### src/rtl/lgpd_pkg.sv
// Shared types and constants for the light gesture peak detector.
// No dependencies; every other file but the assertion macros imports this package.
package lgpd_pkg;

  localparam int ADC_W      = 10;
  localparam int SAMPLE_W   = 11;
  localparam int THR_W      = 12;
  localparam int PERIOD_W   = 16;
  localparam int LOOP_W     = 10;
  localparam int TIME_W     = 32;
  localparam int CAL_SUM_W  = 15;
  localparam int CAL_CNT_W  = 4;
  localparam int CFG_IDX_W  = 2;
  localparam int CFG_DATA_W = 16;

  localparam int CAL_SAMPLES = 10;
  localparam int CAL_SHIFT   = 3;
  localparam int DUR_MIN     = 150;
  localparam int DUR_MAX     = 1000;

  localparam logic [PERIOD_W-1:0] PERIOD_RST = PERIOD_W'(1000);
  localparam logic [LOOP_W-1:0]   LOOP_RST   = LOOP_W'(50);

  localparam logic OP_DETECT = 1'b0;
  localparam logic OP_CAL    = 1'b1;

  localparam logic [CFG_IDX_W-1:0] CFG_THRESHOLD = 2'd0;
  localparam logic [CFG_IDX_W-1:0] CFG_PERIOD    = 2'd1;
  localparam logic [CFG_IDX_W-1:0] CFG_LOOP      = 2'd2;

  typedef logic signed [SAMPLE_W-1:0]  sample_t;
  typedef logic signed [THR_W-1:0]     thr_t;
  typedef logic signed [CAL_SUM_W-1:0] cal_sum_t;

  typedef struct packed {
    logic    go;
    sample_t diff;
  } cal_req_t;

  typedef struct packed {
    logic    en;
    sample_t data;
  } win_push_t;

  typedef struct packed {
    logic done;
    logic gesture;
  } eval_res_t;

endpackage

### src/rtl/lgpd_sample_if.sv
// Input item channel: valid/ready plus one sample (opcode, two readings, time).
// Depends on lgpd_pkg.
interface lgpd_sample_if;
  import lgpd_pkg::*;

  logic              valid;
  logic              ready;
  logic              opcode;
  logic [ADC_W-1:0]  adc_a;
  logic [ADC_W-1:0]  adc_b;
  logic [TIME_W-1:0] now_ms;

  modport source (output valid, opcode, adc_a, adc_b, now_ms, input ready);
  modport sink (input valid, opcode, adc_a, adc_b, now_ms, output ready);
endinterface

### src/rtl/lgpd_result_if.sv
// Result item channel: valid/ready plus gesture, armed and reference level.
// Depends on lgpd_pkg.
interface lgpd_result_if;
  import lgpd_pkg::*;

  logic    valid;
  logic    ready;
  logic    gesture;
  logic    armed;
  sample_t reference_level;

  modport source (output valid, gesture, armed, reference_level, input ready);
  modport sink (input valid, gesture, armed, reference_level, output ready);
endinterface

### src/rtl/lgpd_cfg_if.sv
// Configuration write channel: valid/ready, register index and write data.
// Depends on lgpd_pkg.
interface lgpd_cfg_if;
  import lgpd_pkg::*;

  logic                  valid;
  logic                  ready;
  logic [CFG_IDX_W-1:0]  index;
  logic [CFG_DATA_W-1:0] data;

  modport source (output valid, index, data, input ready);
  modport sink (input valid, index, data, output ready);
endinterface

### src/rtl/lgpd_window.sv
// Sample window: ring-buffer memory with one write and one registered read port.
// Logical index 0 is the oldest entry; a fill count makes unwritten entries read 0.
// Depends on lgpd_pkg.
module lgpd_window #(
  parameter int WINDOW_LEN = 50
) (
  input  logic                          clk,
  input  logic                          rst,
  input  lgpd_pkg::win_push_t           push,
  input  logic                          rd_en,
  input  logic [$clog2(WINDOW_LEN)-1:0] rd_idx,
  output lgpd_pkg::sample_t             rd_data
);
  import lgpd_pkg::*;

  localparam int IDX_W = $clog2(WINDOW_LEN);
  localparam int CNT_W = $clog2(WINDOW_LEN + 1);
  localparam logic [IDX_W:0]   LEN_P   = (IDX_W + 1)'(WINDOW_LEN);
  localparam logic [IDX_W-1:0] LAST    = IDX_W'(WINDOW_LEN - 1);
  localparam logic [CNT_W-1:0] FULL    = CNT_W'(WINDOW_LEN);
  localparam logic [CNT_W:0]   LEN_CNT = (CNT_W + 1)'(WINDOW_LEN);

  sample_t          mem [WINDOW_LEN];
  sample_t          mem_q;
  logic             live_q;
  logic [IDX_W-1:0] head;
  logic [CNT_W-1:0] fill;
  logic [IDX_W:0]   phys_sum;
  logic [IDX_W-1:0] phys;
  logic [CNT_W:0]   vis_sum;

  assign phys_sum = {1'b0, head} + {1'b0, rd_idx};
  assign phys     = (phys_sum >= LEN_P) ? IDX_W'(phys_sum - LEN_P) : phys_sum[IDX_W-1:0];
  // Entry is visible once it has been written since reset
  assign vis_sum  = (CNT_W + 1)'(rd_idx) + (CNT_W + 1)'(fill);

  always_ff @(posedge clk) begin
    if (push.en) begin
      mem[head] <= push.data;
    end
    if (rd_en) begin
      mem_q <= mem[phys];
    end
  end

  always_ff @(posedge clk) begin
    if (rst) begin
      head   <= '0;
      fill   <= '0;
      live_q <= 1'b0;
    end else begin
      if (push.en) begin
        head <= (head == LAST) ? '0 : head + 1'b1;
        if (fill != FULL) begin
          fill <= fill + 1'b1;
        end
      end
      if (rd_en) begin
        live_q <= (vis_sum >= LEN_CNT);
      end
    end
  end

  assign rd_data = live_q ? mem_q : '0;

endmodule

### src/rtl/lgpd_cal.sv
// Calibration accumulator: ten samples, drop min and max, divide by 8 toward zero.
// Holds the reference level. Depends on lgpd_pkg.
module lgpd_cal (
  input  logic               clk,
  input  logic               rst,
  input  lgpd_pkg::cal_req_t req,
  output lgpd_pkg::sample_t  reference_value
);
  import lgpd_pkg::*;

  localparam logic [CAL_CNT_W-1:0] CNT_LAST = CAL_CNT_W'(CAL_SAMPLES - 1);
  localparam cal_sum_t             BIAS     = cal_sum_t'((1 << CAL_SHIFT) - 1);

  logic [CAL_CNT_W-1:0] cnt;
  cal_sum_t             sum;
  sample_t              cmin;
  sample_t              cmax;
  logic                 fin;

  logic     first;
  cal_sum_t sum_base;
  sample_t  min_base;
  sample_t  max_base;
  cal_sum_t trim;
  cal_sum_t biased;

  assign first    = (cnt == '0);
  assign sum_base = first ? '0 : sum;
  assign min_base = first ? req.diff : cmin;
  assign max_base = first ? req.diff : cmax;
  assign trim     = sum - cal_sum_t'(cmin) - cal_sum_t'(cmax);
  // bias negative values so the arithmetic shift truncates toward zero
  assign biased   = trim + (trim[CAL_SUM_W-1] ? BIAS : '0);

  always_ff @(posedge clk) begin
    if (rst) begin
      cnt             <= '0;
      sum             <= '0;
      cmin            <= '0;
      cmax            <= '0;
      fin             <= 1'b0;
      reference_value <= '0;
    end else begin
      fin <= req.go && (cnt == CNT_LAST);
      if (req.go) begin
        sum  <= sum_base + cal_sum_t'(req.diff);
        cmin <= (req.diff < min_base) ? req.diff : min_base;
        cmax <= (req.diff > max_base) ? req.diff : max_base;
        if (cnt == CNT_LAST) begin
          cnt <= '0;
        end else begin
          cnt <= cnt + 1'b1;
        end
      end
      if (fin) begin
        reference_value <= sample_t'(biased >>> CAL_SHIFT);
      end
    end
  end

endmodule

### src/rtl/lgpd_eval.sv
// Window evaluation sequencer: peak search, rising and falling slope scans,
// duration check through one shared multiplier. Reads the window memory.
// Depends on lgpd_pkg.
module lgpd_eval #(
  parameter int WINDOW_LEN = 50
) (
  input  logic                          clk,
  input  logic                          rst,
  input  logic                          start,
  input  logic [lgpd_pkg::LOOP_W-1:0]   loop_ms,
  output logic                          rd_en,
  output logic [$clog2(WINDOW_LEN)-1:0] rd_idx,
  input  lgpd_pkg::sample_t             rd_data,
  output lgpd_pkg::eval_res_t           res
);
  import lgpd_pkg::*;

  localparam int IDX_W = $clog2(WINDOW_LEN);
  localparam int C_W   = IDX_W + 1;
  localparam int P_W   = C_W + LOOP_W;
  localparam logic [C_W-1:0] LEN_C     = C_W'(WINDOW_LEN);
  localparam logic [C_W-1:0] LAST      = C_W'(WINDOW_LEN - 1);
  localparam logic [C_W-1:0] LAST_PEAK = C_W'(WINDOW_LEN - 2);
  localparam logic [P_W-1:0] P_MIN     = P_W'(DUR_MIN);
  localparam logic [P_W-1:0] P_MAX     = P_W'(DUR_MAX);

  typedef enum logic [2:0] {
    E_IDLE,
    E_PEAK,
    E_RISE,
    E_MUL,
    E_CMP,
    E_FALL
  } state_t;

  state_t         state;
  logic [C_W-1:0] cnt;
  logic           q_live;
  logic [C_W-1:0] q_idx;
  logic [C_W-1:0] peak;
  sample_t        peak_val;
  sample_t        prev;
  logic [C_W-1:0] span;
  logic [P_W-1:0] prod;
  logic           on_fall;

  logic           take;
  logic [C_W-1:0] peak_sel;
  logic           prod_bad;

  // first maximum wins: only a strictly larger entry moves the peak
  assign take     = (q_idx == '0) || (rd_data > peak_val);
  assign peak_sel = take ? q_idx : peak;
  assign rd_idx   = cnt[IDX_W-1:0];
  assign prod_bad = (prod < P_MIN) || (prod > P_MAX);

  always_comb begin
    unique case (state)
      E_PEAK:  rd_en = (cnt <= LAST_PEAK);
      E_RISE:  rd_en = (cnt <= LAST);
      E_FALL:  rd_en = !cnt[C_W-1];
      default: rd_en = 1'b0;
    endcase
  end

  always_ff @(posedge clk) begin
    if (rst) begin
      state  <= E_IDLE;
      q_live <= 1'b0;
      res    <= '0;
    end else begin
      res.done <= (state == E_CMP) && (prod_bad || on_fall);
      q_live   <= rd_en;
      q_idx    <= cnt;
      if (rd_en) begin
        cnt <= (state == E_FALL) ? cnt - 1'b1 : cnt + 1'b1;
      end
      unique case (state)
        E_IDLE: begin
          if (start) begin
            cnt   <= '0;
            state <= E_PEAK;
          end
        end
        E_PEAK: begin
          if (q_live) begin
            if (take) begin
              peak     <= q_idx;
              peak_val <= rd_data;
            end
            if (q_idx == LAST_PEAK) begin
              prev  <= take ? rd_data : peak_val;
              cnt   <= peak_sel + 1'b1;
              state <= E_RISE;
            end
          end
        end
        E_RISE: begin
          if (q_live) begin
            if (rd_data > prev) begin
              span    <= q_idx - peak;
              on_fall <= 1'b0;
              state   <= E_MUL;
            end else begin
              prev <= rd_data;
              if (q_idx == LAST) begin
                span    <= LEN_C - peak;
                on_fall <= 1'b0;
                state   <= E_MUL;
              end
            end
          end
        end
        E_MUL: begin
          prod  <= P_W'(span) * P_W'(loop_ms);
          state <= E_CMP;
        end
        E_CMP: begin
          if (prod_bad) begin
            res.gesture <= 1'b0;
            state       <= E_IDLE;
          end else if (on_fall) begin
            res.gesture <= 1'b1;
            state       <= E_IDLE;
          end else if (peak == '0) begin
            // peak at the oldest entry: falling side counts as one step
            span    <= C_W'(1);
            on_fall <= 1'b1;
            state   <= E_MUL;
          end else begin
            cnt     <= peak - 1'b1;
            prev    <= peak_val;
            on_fall <= 1'b1;
            state   <= E_FALL;
          end
        end
        E_FALL: begin
          if (q_live) begin
            if (rd_data > prev) begin
              span  <= peak - q_idx - 1'b1;
              state <= E_MUL;
            end else begin
              prev <= rd_data;
              if (q_idx == '0) begin
                span  <= peak;
                state <= E_MUL;
              end
            end
          end
        end
        default: state <= E_IDLE;
      endcase
    end
  end

endmodule

### src/rtl/light_gesture_peak_detector.sv
// Light gesture peak detector. Each input item is a calibration sample or a
// detection sample (difference of two light readings) and yields exactly one
// result item: gesture flag, armed flag and the current reference level. A
// new item is accepted only once the result of the last one has been registered.
// An evaluation item walks the window memory through its single read port, one
// entry per cycle: peak search over WINDOW_LEN-1 entries, then the slope scans.
// The window needs no clearing pass after reset; entries not yet written read
// as zero.
// Depends on lgpd_pkg, the channel interfaces, lgpd_window, lgpd_cal, lgpd_eval.
module light_gesture_peak_detector #(
  parameter int WINDOW_LEN = 50
) (
  input  logic          clk,
  input  logic          rst,
  lgpd_sample_if.sink   sample,
  lgpd_result_if.source result,
  lgpd_cfg_if.sink      cfg
);
  import lgpd_pkg::*;

  localparam int IDX_W = $clog2(WINDOW_LEN);

  typedef enum logic [2:0] {
    T_IDLE,
    T_CAL,
    T_CALFIN,
    T_DET,
    T_EVAL,
    T_OUT
  } state_t;

  state_t              state;
  sample_t             diff_r;
  logic [TIME_W-1:0]   now_r;
  logic                gesture_r;
  thr_t                threshold;
  logic [PERIOD_W-1:0] period;
  logic [LOOP_W-1:0]   loop_ms;
  logic                armed_flag;
  logic [TIME_W-1:0]   trigger_time;

  cal_req_t          cal_req;
  win_push_t         push;
  eval_res_t         eval_res;
  logic              eval_start;
  logic              rd_en;
  logic [IDX_W-1:0]  rd_idx;
  sample_t           rd_data;
  sample_t           reference_value;

  logic [TIME_W-1:0] elapsed;
  logic              due;
  thr_t              delta;
  logic              fire;

  assign elapsed = now_r - trigger_time;
  assign due     = !armed_flag && (elapsed >= TIME_W'(period));
  assign delta   = thr_t'(reference_value) - thr_t'(diff_r);
  assign fire    = threshold[THR_W-1] ? (delta < threshold) : (delta > threshold);

  assign sample.ready = (state == T_IDLE);
  assign cfg.ready    = 1'b1;

  assign cal_req.go   = (state == T_CAL);
  assign cal_req.diff = diff_r;
  assign push.en      = (state == T_DET) && !due;
  assign push.data    = diff_r;
  assign eval_start   = (state == T_DET) && due;

  lgpd_window #(.WINDOW_LEN(WINDOW_LEN)) u_window (
    .clk     (clk),
    .rst     (rst),
    .push    (push),
    .rd_en   (rd_en),
    .rd_idx  (rd_idx),
    .rd_data (rd_data)
  );

  lgpd_cal u_cal (
    .clk             (clk),
    .rst             (rst),
    .req             (cal_req),
    .reference_value (reference_value)
  );

  lgpd_eval #(.WINDOW_LEN(WINDOW_LEN)) u_eval (
    .clk     (clk),
    .rst     (rst),
    .start   (eval_start),
    .loop_ms (loop_ms),
    .rd_en   (rd_en),
    .rd_idx  (rd_idx),
    .rd_data (rd_data),
    .res     (eval_res)
  );

  always_ff @(posedge clk) begin
    if (rst) begin
      threshold <= '0;
      period    <= PERIOD_RST;
      loop_ms   <= LOOP_RST;
    end else if (cfg.valid) begin
      unique case (cfg.index)
        CFG_THRESHOLD: threshold <= thr_t'(cfg.data[THR_W-1:0]);
        CFG_PERIOD:    period    <= cfg.data[PERIOD_W-1:0];
        CFG_LOOP:      loop_ms   <= cfg.data[LOOP_W-1:0];
        default:       ;
      endcase
    end
  end

  always_ff @(posedge clk) begin
    if (rst) begin
      state        <= T_IDLE;
      armed_flag   <= 1'b1;
      trigger_time <= '0;
      result.valid <= 1'b0;
    end else begin
      if (result.valid && result.ready && state != T_OUT) begin
        result.valid <= 1'b0;
      end
      unique case (state)
        T_IDLE: begin
          if (sample.valid) begin
            diff_r    <= sample_t'({1'b0, sample.adc_a}) - sample_t'({1'b0, sample.adc_b});
            now_r     <= sample.now_ms;
            gesture_r <= 1'b0;
            state     <= (sample.opcode == OP_CAL) ? T_CAL : T_DET;
          end
        end
        T_CAL:    state <= T_CALFIN;
        T_CALFIN: state <= T_OUT;
        T_DET: begin
          if (due) begin
            // evaluation step: re-arm, leave the window as is
            armed_flag <= 1'b1;
            state      <= T_EVAL;
          end else begin
            if (armed_flag && fire) begin
              trigger_time <= now_r;
              armed_flag   <= 1'b0;
            end
            state <= T_OUT;
          end
        end
        T_EVAL: begin
          if (eval_res.done) begin
            gesture_r <= eval_res.gesture;
            state     <= T_OUT;
          end
        end
        T_OUT: begin
          // hold until the output register is free
          if (!result.valid || result.ready) begin
            result.valid           <= 1'b1;
            result.gesture         <= gesture_r;
            result.armed           <= armed_flag;
            result.reference_level <= reference_value;
            state                  <= T_IDLE;
          end
        end
        default: state <= T_IDLE;
      endcase
    end
  end

endmodule

### src/flat_wrapper.sv
// flat-port wrapper written by rule: the top's interface ports become plain ports
module light_gesture_peak_detector_flat import lgpd_pkg::*;
#(
  parameter int WINDOW_LEN = 50
)
  (clk, rst, sample_valid, sample_opcode, sample_adc_a, sample_adc_b, sample_now_ms, sample_ready, result_valid, result_gesture, result_armed, result_reference_level, result_ready, cfg_valid, cfg_index, cfg_data, cfg_ready);
  lgpd_sample_if sample_i ();
  lgpd_result_if result_i ();
  lgpd_cfg_if cfg_i ();
  input  logic clk;
  input  logic rst;
  input wire logic [$bits(sample_i.valid)-1:0] sample_valid;
  input wire logic [$bits(sample_i.opcode)-1:0] sample_opcode;
  input wire logic [$bits(sample_i.adc_a)-1:0] sample_adc_a;
  input wire logic [$bits(sample_i.adc_b)-1:0] sample_adc_b;
  input wire logic [$bits(sample_i.now_ms)-1:0] sample_now_ms;
  output wire logic [$bits(sample_i.ready)-1:0] sample_ready;
  output wire logic [$bits(result_i.valid)-1:0] result_valid;
  output wire logic [$bits(result_i.gesture)-1:0] result_gesture;
  output wire logic [$bits(result_i.armed)-1:0] result_armed;
  output wire logic [$bits(result_i.reference_level)-1:0] result_reference_level;
  input wire logic [$bits(result_i.ready)-1:0] result_ready;
  input wire logic [$bits(cfg_i.valid)-1:0] cfg_valid;
  input wire logic [$bits(cfg_i.index)-1:0] cfg_index;
  input wire logic [$bits(cfg_i.data)-1:0] cfg_data;
  output wire logic [$bits(cfg_i.ready)-1:0] cfg_ready;
  assign sample_i.valid = sample_valid;
  assign sample_i.opcode = sample_opcode;
  assign sample_i.adc_a = sample_adc_a;
  assign sample_i.adc_b = sample_adc_b;
  assign sample_i.now_ms = sample_now_ms;
  assign sample_ready = sample_i.ready;
  assign result_valid = result_i.valid;
  assign result_gesture = result_i.gesture;
  assign result_armed = result_i.armed;
  assign result_reference_level = result_i.reference_level;
  assign result_i.ready = result_ready;
  assign cfg_i.valid = cfg_valid;
  assign cfg_i.index = cfg_index;
  assign cfg_i.data = cfg_data;
  assign cfg_ready = cfg_i.ready;
  light_gesture_peak_detector #(.WINDOW_LEN(WINDOW_LEN)) u_core (.clk(clk), .rst(rst), .sample(sample_i), .result(result_i), .cfg(cfg_i));
endmodule
### config.mk
export PLATFORM = sky130hd
export DESIGN_NAME = light_gesture_peak_detector_flat
export DESIGN_NICKNAME = d
export VERILOG_FILES = /design/src/rtl/lgpd_pkg.sv /design/src/rtl/lgpd_sample_if.sv /design/src/rtl/lgpd_result_if.sv /design/src/rtl/lgpd_cfg_if.sv /design/src/rtl/lgpd_window.sv /design/src/rtl/lgpd_cal.sv /design/src/rtl/lgpd_eval.sv /design/src/rtl/light_gesture_peak_detector.sv /design/src/flat_wrapper.sv
export SDC_FILE = /design/constraint.sdc
export NUM_CORES = 2
export LEC_CHECK = 0
export ABC_AREA = 1
export ABC_CLOCK_PERIOD_IN_PS = 8400
export BUFFER_PORTS_ARGS = -buffer_cell sky130_fd_sc_hd__buf_2
export CAP_MARGIN = 40
export CORE_ASPECT_RATIO = 2
export CORE_UTILIZATION = 35
export CTS_BUF_LIST = sky130_fd_sc_hd__clkbuf_2
export CTS_CLUSTER_DIAMETER = 80
export DETAILED_ROUTE_END_ITERATION = 6
export GPL_ROUTABILITY_DRIVEN = 1
export GPL_TIMING_DRIVEN = 0
export PLACE_DENSITY = 0.56
export SYNTH_ARGS = -nofsm -noshare
export SYNTH_HDL_FRONTEND = slang
export SYNTH_SLANG_ARGS = --single-unit
### constraint.sdc
create_clock -name clk -period 8.4 [get_ports clk]
set_input_delay 0.42 -clock clk [delete_from_list [all_inputs] [get_ports clk]]
set_output_delay 0.42 -clock clk [all_outputs]
set_load 0.02 [all_outputs]
==> flow_summary.ini <==
[run_status]
status = complete, no violations

[clock_network]
cts-resized-gates = 0
postCtsHoldBufs = 217
path_clk_slew_ns = 0.12
cts_tree = built
h-tree-depth = 4
clock_sinks = 833
cts_setup_buffers = 0
root_buffer = clkbuf_2
cts_made_buffers = 170
clock_latency_ns = 1.55
clk_path_buf_depth = 3

[synth]
synth_area_leaders = edfxtp_1 (46%), nand2_1 (8.0%), dfxtp_1 (6.6%)
synth_edf_count = 686
syn_avg_cell_area_um2 = 9.79
synth_area_um2 = 44500
synth_seq_cells = 833
synthTopCellsByCount = nand2_1 (949), edfxtp_1 (686), inv_1 (587)
yosysMostFrequentCell = nand2_1
synth_nets = 4907
async_flop_share_pct = 0
synth_top_area_share_pct = 46.3
netlist_instances = 4541
ys_warn_count = 0
yosysSeqAreaShare_pct = 53.0
synth_top_cell_by_area = edfxtp_1
netlist-cell-type-count = 54
synth_ff_type = edfxtp_1

[grt]
antenna_found_initial = 2
grt_max_degree = 25
track_usage_pct = 22.5
grt_pass1_vias = 36421
gr-total-overflow = 0
grt_pass1_wl_mm = 212

[timing]
timing.hold.ws_ns = 0.256
rsz0062_at_grt = no
fin_crit_sh_pct = 70.3
finalMaxSlewViolations = 0
max_freq_mhz = 169
finalSetupViolCount = 0
tightestPinTransition_ns = 0.998
fin_crit_ns = 5.90
skew_ns = 0.126
slew_headroom_pct = 33.4
finalSetupTns_ns = 0
hold_viol = 0
layout_setup_ws_ns = 2.50

[power_and_ir_drop]
max-vdd-ir-drop_v = 0.000354
leakage_nw = 22.3
p_per_area_nw_per_um2 = 339

[routing]
dr.pass1.iters = 5
postRouteAntennaNets = 0
drc = 0
vias = 34805
post_drt_via_cell_ratio = 5.01
drt_iter0_drc = 1792
wire_per_inst_um = 20.6
finalWirelength_mm = 143

[setup_path]
cp_data_required_time_ns = 9.79
critPathMaxStageDelay_ns = 0.61
crit_path_start_kind = flop
crit_slowest_cell = edfxtp_1
rrSetupSlack_ns = 2.50
crit_fanout = 15
critPathKind = reg -> reg
end_kind = flop
cp.arrival_ns = 7.30

[worst_hold_path]
hold_path.class = in -> reg

[flow_run]
drv_cap = 0

[floorplanning]
core_area_um2 = 126000
die_w_um = 254
io_pins = 92
start_util_pct = 35.3
dieHeight_um = 506
row_count = 184
dieArea_um2 = 129000

[finish]
areaGrowthSynthToFinish_pct = 17.9
drive_gt1_share_pct = 10.5
nets = 5502
fill_cells = 12314
stdcell_area_um2 = 52400
final_cells = 6942

[placement]
place_congestion = 0.966
postPlaceCellArea_um2 = 48700
port_buffers = 89
place_inst = 6421
dpl_worst_slack_ns = 2.63
dp_hpwl_mm = 109
-- cell type report --
cell class	instances	area, um^2	share of cell area [%]
flip-flops and latches	833	23500	44.9
well taps	1674	2090	4.00
repair buffers	423	4260	8.13
clock inverters	64	389	0.742
clock buffers	235	1180	2.24
inverters	595	2230	4.26
multi-input cells	2944	18000	34.3
plain buffers	169	716	1.37
diodes	5	12.5	0.0239
-- sequential cells by signal (all words and copies together), names as in the netlist, 12 cells and up --
register             count
u_core.period           16
u_core.now_r            32
u_core.u_cal.sum        15
u_core.u_window.mem    550
u_core.threshold        12
u_core.u_eval.prod      17
u_core.trigger_time     32
-- critical path, delay by kind of cell (launching register included) --
kind	cells	cell delay (ns)
buffers and inverters	9	1.81
xor gates and xnor gates	1	0.18
DFF	1	0.61
adders and majority gates	2	0.69
and+or+nand+nor	7	0.71
AOI/OAI and AO/OA	12	1.74
-- metrics by stage --
stage / util, % / total power [mW]
after floorplan: - / 11.4
after global placement: 37.3 / 14.8
after detailed placement: 38.6 / 15.2
after CTS: 41.6 / 17.8
after global routing: 41.6 / 18.9
final: 41.6 / 17.8
-- metal layers --
layer | up-vias | global-route usage (%) | wire [um]
met1 | 16549 | 18.7 | 43500
met2 | 1126 | 44.8 | 80800
met3 | 472 | 3.37 | 5730
li1 | 16658 | - | -
met5 | - | 0 | 0
met4 | 0 | 18.9 | 12800
-- path summary, 6_finish.rpt --
kind,start,to,cells past startpoint
min reg2reg,u_core.trigger_time[27],u_core.trigger_time[27],2
max,u_core.diff_r[2],u_core.trigger_time[10],31
min,rst,u_core.u_cal.sum[3],5
max reg2reg,u_core.diff_r[2],u_core.trigger_time[10],31
-- power breakdown --
part / switching (mW) / total, mW / leakage [nW] / internal [mW]
logic: 6.99 / 10.2 / 13.7 / 3.24
clock network: 1.67 / 2.52 / 1.17 / 0.850
registers: 0.189 / 5.03 / 7.39 / 4.84
total: 8.85 / 17.8 / 22.3 / 8.93
-- cells in the final DEF (no fill, tap or decap), types with 133 or more instances in the layout --
cell / Yosys / routed
inv_1: 587 / 587
dlygate4sd3_1: 0 / 217
nand3_1: 361 / 361
nand2_1: 949 / 949
clkbuf_2: 0 / 235
nor2_1: 282 / 280
dfxtp_1: 147 / 147
ha_1: 228 / 228
o21ai_0: 220 / 220
mux2i_1: 264 / 264
a21oi_1: 269 / 268
buf_2: 41 / 133
edfxtp_1: 686 / 686
-- cell families (layout without fill, tap and decap cells) --
group | count (synthesis) | count (layout) | synth area share [%]
AO/OA/AOI/OAI | 589 | 589 | 7.21
AND/OR/NAND/NOR | 1692 | 1692 | 15.9
flip-flops | 833 | 833 | 53.0
buffers and inverters | 764 | 1486 | 6.63
XOR/XNOR | 108 | 108 | 2.16
multiplexers | 264 | 264 | 5.94
adder cells (fa/ha/maj) | 290 | 290 | 9.21
other | 1 | 6 | 0.00844
Note: power is estimated with default switching activity, not from simulation.
